==> config.mk <==
export PLATFORM = sky130hd
export DESIGN_NAME = length_prefix_deframer_top
export DESIGN_NICKNAME = d
export VERILOG_FILES = /design/src/lpd_pkg.sv /design/src/length_prefix_deframer_top.sv
export VERILOG_INCLUDE_DIRS = /design/src /design/src/src
export SDC_FILE = /design/constraint.sdc
export NUM_CORES = 1
export LEC_CHECK = 0
export BUFFER_PORTS_ARGS = -buffer_cell sky130_fd_sc_hd__buf_2
export CORE_ASPECT_RATIO = 0.9
export CORE_MARGIN = 5
export CORE_UTILIZATION = 60
export DETAILED_ROUTE_END_ITERATION = 7
export PLACE_DENSITY = 0.8
export SLEW_MARGIN = 20
export SYNTH_ARGS = -nofsm -noshare
export SYNTH_HDL_FRONTEND = slang
export SYNTH_SLANG_ARGS = --single-unit
==> constraint.sdc <==
create_clock -name clk_i -period 4.7 [get_ports clk_i]
set_clock_uncertainty 0.15 [all_clocks]
set_input_delay 0.47 -clock clk_i [delete_from_list [all_inputs] [get_ports clk_i]]
set_output_delay 0.47 -clock clk_i [all_outputs]
set_load 0.005 [all_outputs]
==> src/assert_macros.svh <==
// assertion macros shared by the rtl
// expects clk_i and rst_ni in the including module
`ifndef ASSERT_MACROS_SVH
`define ASSERT_MACROS_SVH

// same-cycle implication
`define ASSERT_IMPL(lbl, ante, cons) \
  lbl: assert property (@(posedge clk_i) disable iff (!rst_ni) (ante) |-> (cons)) \
    else $error("assertion failed");

// next-cycle implication
`define ASSERT_NEXT(lbl, ante, cons) \
  lbl: assert property (@(posedge clk_i) disable iff (!rst_ni) (ante) |=> (cons)) \
    else $error("assertion failed");

`endif

==> src/lpd_pkg.sv <==
// types and constants for the length prefix deframer
// no dependencies
`timescale 1ns / 1ps

package lpd_pkg;

  localparam logic [7:0] SHORT_MAX_LEN = 8'd125;
  localparam logic [7:0] HDR_LEN16     = 8'd126;
  localparam logic [7:0] HDR_LEN32     = 8'd127;

  localparam logic [2:0] EXT_BYTES16   = 3'd2;
  localparam logic [2:0] EXT_BYTES32   = 3'd4;

  typedef enum logic [1:0] {
    PH_HEADER,
    PH_EXTLEN,
    PH_PAYLOAD,
    PH_ERROR
  } phase_e;

  typedef struct packed {
    logic [7:0]  payload_byte;
    logic [31:0] frame_length;
    logic        frame_last;
    logic        frame_error;
  } res_t;

endpackage

==> src/length_prefix_deframer_top.sv <==
// length prefix deframer: byte stream in, payload beats with length and last mark (or an error mark) out
// depends on lpd_pkg and assert_macros.svh
//
// channel | direction | handshake              | payload
// in      | input     | in_valid_i / in_stall_o  | data_byte_i
// out     | output    | out_valid_o / out_stall_i | payload_byte_o, frame_length_o,
//         |           |                        | frame_last_o, frame_error_o
//
// one beat per cycle unless in_stall_o is high: the parser state updates in the cycle a byte is taken
// a result is registered in the output register, or in the skid entry while out_stall_i holds the output
// output register plus one skid entry; in_stall_o rises only when the skid is full
// reset is asynchronous, active low; no clearing pass
`timescale 1ns / 1ps
`include "assert_macros.svh"

module length_prefix_deframer_top (
  input  logic        clk_i,
  input  logic        rst_ni,
  input  logic        in_valid_i,
  output logic        in_stall_o,
  input  logic [7:0]  data_byte_i,
  output logic        out_valid_o,
  input  logic        out_stall_i,
  output logic [7:0]  payload_byte_o,
  output logic [31:0] frame_length_o,
  output logic        frame_last_o,
  output logic        frame_error_o
);
  import lpd_pkg::*;

  phase_e      phase_q, phase_d;
  logic [2:0]  ext_left_q, ext_left_d;
  logic [31:0] len_acc_q, len_acc_d;
  logic [31:0] pay_left_q, pay_left_d;

  logic        out_valid_q, out_valid_d;
  logic        skid_valid_q, skid_valid_d;
  res_t        out_q, out_d;
  res_t        skid_q, skid_d;

  logic        in_acc;
  logic        res_valid;
  res_t        res;
  logic [31:0] acc_shift;
  logic [2:0]  ext_dec;
  logic        last;

  assign in_stall_o = skid_valid_q;
  assign in_acc     = in_valid_i & ~skid_valid_q;
  assign acc_shift  = {len_acc_q[23:0], data_byte_i};
  assign ext_dec    = ext_left_q - 3'd1;
  assign last       = (pay_left_q <= 32'd1);

  // parser
  always_comb begin
    phase_d    = phase_q;
    ext_left_d = ext_left_q;
    len_acc_d  = len_acc_q;
    pay_left_d = pay_left_q;
    res_valid  = 1'b0;
    res        = '0;
    if (in_acc) begin
      case (phase_q)
        PH_HEADER: begin
          if (data_byte_i <= SHORT_MAX_LEN) begin
            if (data_byte_i != 8'd0) begin
              len_acc_d  = {24'd0, data_byte_i};
              pay_left_d = {24'd0, data_byte_i};
              phase_d    = PH_PAYLOAD;
            end
          end else if (data_byte_i == HDR_LEN16 || data_byte_i == HDR_LEN32) begin
            ext_left_d = (data_byte_i == HDR_LEN16) ? EXT_BYTES16 : EXT_BYTES32;
            len_acc_d  = '0;
            phase_d    = PH_EXTLEN;
          end else begin
            phase_d           = PH_ERROR;
            res_valid         = 1'b1;
            res.frame_error   = 1'b1;
          end
        end
        PH_EXTLEN: begin
          len_acc_d  = acc_shift;
          ext_left_d = ext_dec;
          if (ext_dec == 3'd0) begin
            if (acc_shift == 32'd0) begin
              phase_d = PH_HEADER;
            end else begin
              pay_left_d = acc_shift;
              phase_d    = PH_PAYLOAD;
            end
          end
        end
        PH_PAYLOAD: begin
          res_valid        = 1'b1;
          res.payload_byte = data_byte_i;
          res.frame_length = len_acc_q;
          res.frame_last   = last;
          pay_left_d       = last ? 32'd0 : pay_left_q - 32'd1;
          if (last) begin
            phase_d = PH_HEADER;
          end
        end
        PH_ERROR: begin
          phase_d = PH_ERROR;
        end
        default: begin
          phase_d = PH_ERROR;
        end
      endcase
    end
  end

  // output register and skid entry
  always_comb begin
    out_valid_d  = out_valid_q;
    skid_valid_d = skid_valid_q;
    out_d        = out_q;
    skid_d       = skid_q;
    if (!out_valid_q || !out_stall_i) begin
      if (skid_valid_q) begin
        out_valid_d  = 1'b1;
        out_d        = skid_q;
        skid_valid_d = 1'b0;
      end else begin
        out_valid_d = in_acc & res_valid;
        out_d       = res;
      end
    end else if (in_acc && res_valid) begin
      skid_valid_d = 1'b1;
      skid_d       = res;
    end
  end

  always_ff @(posedge clk_i or negedge rst_ni) begin
    if (!rst_ni) begin
      phase_q      <= PH_HEADER;
      ext_left_q   <= '0;
      len_acc_q    <= '0;
      pay_left_q   <= '0;
      out_valid_q  <= 1'b0;
      skid_valid_q <= 1'b0;
    end else begin
      phase_q      <= phase_d;
      ext_left_q   <= ext_left_d;
      len_acc_q    <= len_acc_d;
      pay_left_q   <= pay_left_d;
      out_valid_q  <= out_valid_d;
      skid_valid_q <= skid_valid_d;
    end
  end

  always_ff @(posedge clk_i) begin
    out_q  <= out_d;
    skid_q <= skid_d;
  end

  assign out_valid_o    = out_valid_q;
  assign payload_byte_o = out_q.payload_byte;
  assign frame_length_o = out_q.frame_length;
  assign frame_last_o   = out_q.frame_last;
  assign frame_error_o  = out_q.frame_error;

  `ASSERT_IMPL(a_skid_behind_out, skid_valid_q, out_valid_q)
  `ASSERT_NEXT(a_error_sticks, phase_q == PH_ERROR, phase_q == PH_ERROR)
  `ASSERT_IMPL(a_payload_left, phase_q == PH_PAYLOAD, pay_left_q != 32'd0)
  `ASSERT_IMPL(a_extlen_left, phase_q == PH_EXTLEN, ext_left_q != 3'd0)

endmodule
[Yosys cells after proc, flatten, opt, wreduce, memory -nomap -nowiden]
Index checks and enable logic that the tools add are counted.
Cells by class
  $add $sub $neg: 2
  magnitude comparators: 2
  equal/unequal tests: 14
  muxes and demuxes: 31
  bitwise logic cells: 4
  reduce and logical (&&, ||, !) cells: 17
Operators with widths (count)
  $mux 32: 7
  $pmux 32 s3: 1
  $mux 42: 2
  $pmux 32 s2: 1
  $mux 41: 1
  $le 32x1->1 const B: 1
  $logic_not 32->1: 1
  $sub 32x1->32 const B: 1
  $eq 8x7->1 const B: 2
  $ne 2x2->1 const B: 7
  $mux 2: 6
  $reduce_and 4->1: 3
  $mux 3: 3
  $le 8x7->1 const B: 1
  $pmux 2 s4: 1
  $reduce_bool 8->1: 1
  $mux 1: 7
  $ne 3x3->1 const B: 2
  $pmux 3 s2: 1
  $reduce_and 6->1: 1
  $eq 2x2->1 const B: 2
  $reduce_bool 2->1: 2
  $logic_not 3->1: 1
  $reduce_bool 3->1: 1
  10 further kinds: 14
Word-level totals
  bits in registers: 155
  input bits: 12
  word-level logic and storage cells: 84

[Logic depth before layout (Yosys ltp)]
  depth in word-level cells: 9
  depth in mapped cells: 10
  depth with buffers taken out: 7

[Least setup slack after synthesis]
No wires, ideal clock.
  path type: input -> register
  start point: input port out_stall_i
  end point: register skid_q[0] (netlist bit) (enable)
  library setup time: 0.455 ns
  arrival time: 3.643 ns
  data required time: 4.095 ns
  setup slack: 0.452 ns
  stages on the path: 2
  buffers on the path: 0
  path through: nand2_1 > a21oi_1
On the way
  longest elaborated chain between the ends: 4
RTL lines
  start: declaration: line length_prefix_deframer_top.sv:23  | input logic out_stall_i,
  $logic_not 1->1: line length_prefix_deframer_top.sv:119  | if (!out_valid_q || !out_stall_i) begin
  $logic_or 1x1->1: line length_prefix_deframer_top.sv:119
  $not 1->1 (no line)
  $reduce_and 2->1 (no line)
  end signal: assignment: line length_prefix_deframer_top.sv:154  | skid_q <= skid_d;
  end: declaration: line length_prefix_deframer_top.sv:39  | res_t skid_q, skid_d;
No other way between the ends.
A chain may end at the register's enable or synchronous reset.

[Worst setup path after layout]
  start point: register pay_left_q[28]
  end point: register pay_left_q[12]
On the way
  longest elaborated chain between the ends: 3
RTL lines
  start: declaration: line length_prefix_deframer_top.sv:34  | logic [31:0] pay_left_q, pay_left_d;
  start signal: assignment: line length_prefix_deframer_top.sv:146  | pay_left_q <= pay_left_d;
  $le 32x1->1: line length_prefix_deframer_top.sv:52  | assign last = (pay_left_q <= 32'd1);
  $mux 32: line length_prefix_deframer_top.sv:98  | pay_left_d = last ? 32'd0 : pay_left_q - 32'd1;
  $pmux 32 s3: line length_prefix_deframer_top.sv:63  | case (phase_q)
No other way between the ends.

==> impl_metrics.yaml <==
run_status:
  run_status: "complete, no violations"
power:
  p_comb_frac: 0.395
  power.share.clock: 0.233
  power_switching_share: 0.4080
  power.static_leakage_nw: 3.893
  vdd_drop_max_mv: 0.3540
  power_mw: 5.818
  power.density_cell_area_nw_per_um2: 706.0
  p_int_mw: 3.444
  power_frac_seq: 0.372
  power.net_switching_mw: 2.374
clock_tree:
  ctsLongestPathBuffers: 2
  cts_hold_buf: 0
  clock_tree_root: "sky130_fd_sc_hd__clkbuf_16"
  clock-sinks: 155
  cts_buffers: 17
  clock_transition_at_the_registers_of_the_reported_paths_ps: 60
  clk-insertion-delay-late_ps: 430
  cts_tree: "built"
  htree_levels: 4
  post_cts.resized_instances: 0
  postCtsSetupBuffers: 0
worst_setup_path:
  ff2ff_path_depth: 5
  path_max_fanout: 21
  path_class: "reg2reg"
  arrival_time_at_the_worst_endpoint_ps: 3500
  critical_path.startpoint_type: "register"
  cp.required_ps: 4860
  r2r_setup_slack_ps: 1370
  timing.rr.end: "pay_left_q[12]"
  r2r_start: "pay_left_q[28]"
  cp-end-kind: "register"
route:
  route.vias.total: 5564
  wirelength_mm: 18.06
  drt_pass1_iterations: 5
  drc_errors: 0
  avgViaCountPerCell: 6.592
  postRouteAntennaNets: 0
  drt-initial-drc-count: 619
  wl_per_cell_um: 21.40
finish:
  mostFrequentLayoutCells: "sky130_fd_sc_hd__nand2_1 (84), sky130_fd_sc_hd__edfxtp_1 (84), sky130_fd_sc_hd__dfrtp_1 (71), sky130_fd_sc_hd__buf_2 (55), sky130_fd_sc_hd__a21o_1 (43)"
  insertedDiodeCount: 0
  nets: 692
  filler_cell_count: 871
  post-route-util: 0.6878
  area.growth.synth_to_final_pct: 13.41
  fraction_of_final_layout_cells_sized_beyond_drive_strength_1: 0.1725
logic_synthesis:
  post_synth_inst_count: 630
  ys_types: 58
  synth_nets: 651
  sequential_cell_area_fraction_in_the_yosys_report: 0.5917
  mappedNetlistArea_um2: 7266
  synth.largest_area_cell: "sky130_fd_sc_hd__edfxtp_1"
  synthDominantCellAreaShare: 0.3472
  synth_warnings: 0
  netlist_top_cells_area: "sky130_fd_sc_hd__edfxtp_1 (35%), sky130_fd_sc_hd__dfrtp_1 (24%), sky130_fd_sc_hd__a21o_1 (4.4%)"
  synth-seq-cells: 155
  synth_enable_flop_cells: 84
  synth_top_flop_cell: "sky130_fd_sc_hd__edfxtp_1"
  async_reset_ff_frac: 0.4581
  synth_area_per_cell_um2: 11.53
floorplanning:
  floorplan.die.width_um: 126.0
  initial_core_util: 0.6064
  core_area_um2: 11980
  ioPinCount: 56
  placement_rows: 38
  die-height_um: 114.4
  area_of_the_die_um2: 14410
timing:
  max_clock_freq_ghz: 0.2999
  layout_setup_ws_ps: 1366
  setup_viol: 0
  timing.hold.ws_ps: 74.56
  fin_crit_sh: 0.7095
  timing.final.hold_violations: 0
  worst_slew_margin_rel: 0.3731
  measured_slew_at_the_worst_slew_check_pin_ps: 931.7
  report.final.slew_viol_count: 0
  grt_setup_unrepaired: "false"
  period_needed_ps: 3335
  timing.setup.tns_ps: 0
grt:
  globalRouteTotalUtil: 0.2628
  grt_remaining_overflow: 0
  antenna_found_initial: 0
  grt_pass1_wl_mm: 29.25
  first_global_vias: 5425
  grt_max_degree: 72
placed_design:
  dp_slack_ps: 1462
  place_hpwl_mm: 12.16
  placement.io_buffers: 55
  place_congestion: 0.9810
min_path:
  hold_class: "in2async"
job:
  max_cap_viol_count: 0
[worst max-delay path: stages (launching register included)]
cell,delay (ps)
sky130_fd_sc_hd__dfrtp_1,450
sky130_fd_sc_hd__or4_1,610
sky130_fd_sc_hd__or4_4,610
sky130_fd_sc_hd__o31ai_4,730
sky130_fd_sc_hd__o21ai_0,260
sky130_fd_sc_hd__a221o_1,390
[cells in the mapped netlist (6+ instances only)]
cell / number
sky130_fd_sc_hd__nand2_1: 85
sky130_fd_sc_hd__edfxtp_1: 84
sky130_fd_sc_hd__dfrtp_1: 71
sky130_fd_sc_hd__a21o_1: 43
sky130_fd_sc_hd__o21ai_0: 42
sky130_fd_sc_hd__and3_1: 40
sky130_fd_sc_hd__clkbuf_1: 35
sky130_fd_sc_hd__nor4_1: 18
sky130_fd_sc_hd__inv_1: 16
sky130_fd_sc_hd__nor2_1: 15
sky130_fd_sc_hd__a221o_1: 13
sky130_fd_sc_hd__o31ai_1: 13
sky130_fd_sc_hd__nor3_1: 11
sky130_fd_sc_hd__a22o_1: 10
sky130_fd_sc_hd__o211ai_1: 10
sky130_fd_sc_hd__ha_1: 9
sky130_fd_sc_hd__o41ai_1: 8
sky130_fd_sc_hd__o2bb2ai_1: 7
sky130_fd_sc_hd__nand3_1: 6
sky130_fd_sc_hd__o211a_1: 6
sky130_fd_sc_hd__o311a_1: 6
sky130_fd_sc_hd__or2_2: 6
[registers in the layout (all words and copies together) (netlist names)]
register	count
len_acc_q	32
out_valid_o	1
ext_left_q	3
skid_q	42
frame_last_o	1
phase_q	2
frame_error_o	1
pay_left_q	32
payload_byte_o	8
in_stall_o	1
frame_length_o	32
[cell families (layout without fill, tap and decap cells)]
family | count (synthesis) | in the layout | share of synthesized area
and+or+nand+nor | 209 | 209 | 0.1478
DFF | 155 | 155 | 0.5917
AOI/OAI and AO/OA | 191 | 191 | 0.2008
adders and majority gates | 9 | 9 | 0.01550
xor gates and xnor gates | 1 | 1 | 0.001206
buffers and inverters | 60 | 114 | 0.03599
muxes | 5 | 5 | 0.007061
[metal layers]
layer	up-vias	track usage	part of all wire
met5	-	0	0
met3	52	0.06670	0.090
met1	2733	0.3607	0.40
met4	0	0.1072	0.034
li1	2497	-	-
met2	282	0.4055	0.48
[metrics by stage]
stage               std cells  cell area (µm²)
floorplan                 630             7266
global placement          812             7655
detailed placement        812             7655
CTS                       844             8238
global route              844             8240
finish                    844             8240
[power by group through the flow]
| stage | Sequential [mW] | Clock [mW] | Combinational (mW) |
|---|---|---|---|
| after floorplan | 2.10 | 0 | 1.62 |
| after global placement | 2.15 | 0 | 2.16 |
| after detailed placement | 2.17 | 0 | 2.24 |
| after CTS | 2.15 | 1.36 | 2.26 |
| after global routing | 2.21 | 1.43 | 2.52 |
| final | 2.16 | 1.35 | 2.30 |
[final cells by class]
cell class              count  area, µm²  area share
multi-input cells         415       2740      0.3325
clock buffers              20      446.7     0.05421
inverters                  16      60.06    0.007288
repair buffers             66      357.8     0.04343
clock inverters            12      136.4     0.01655
well taps                 160      200.2     0.02429
flip-flops and latches    155       4299      0.5217
[worst max path at each step]
stage | to | depth (start not counted) | from
2_1_floorplan | skid_q[0] | 2 | out_stall_i
3_3_place_gp | phase_q[1] | 5 | pay_left_q[28]
3_5_place_dp | pay_left_q[12] | 5 | pay_left_q[28]
4_1_cts | pay_left_q[12] | 5 | pay_left_q[28]
5_1_grt | phase_q[1] | 5 | pay_left_q[28]
6_report | pay_left_q[12] | 5 | pay_left_q[28]
Power figures use the tool's default switching activity.
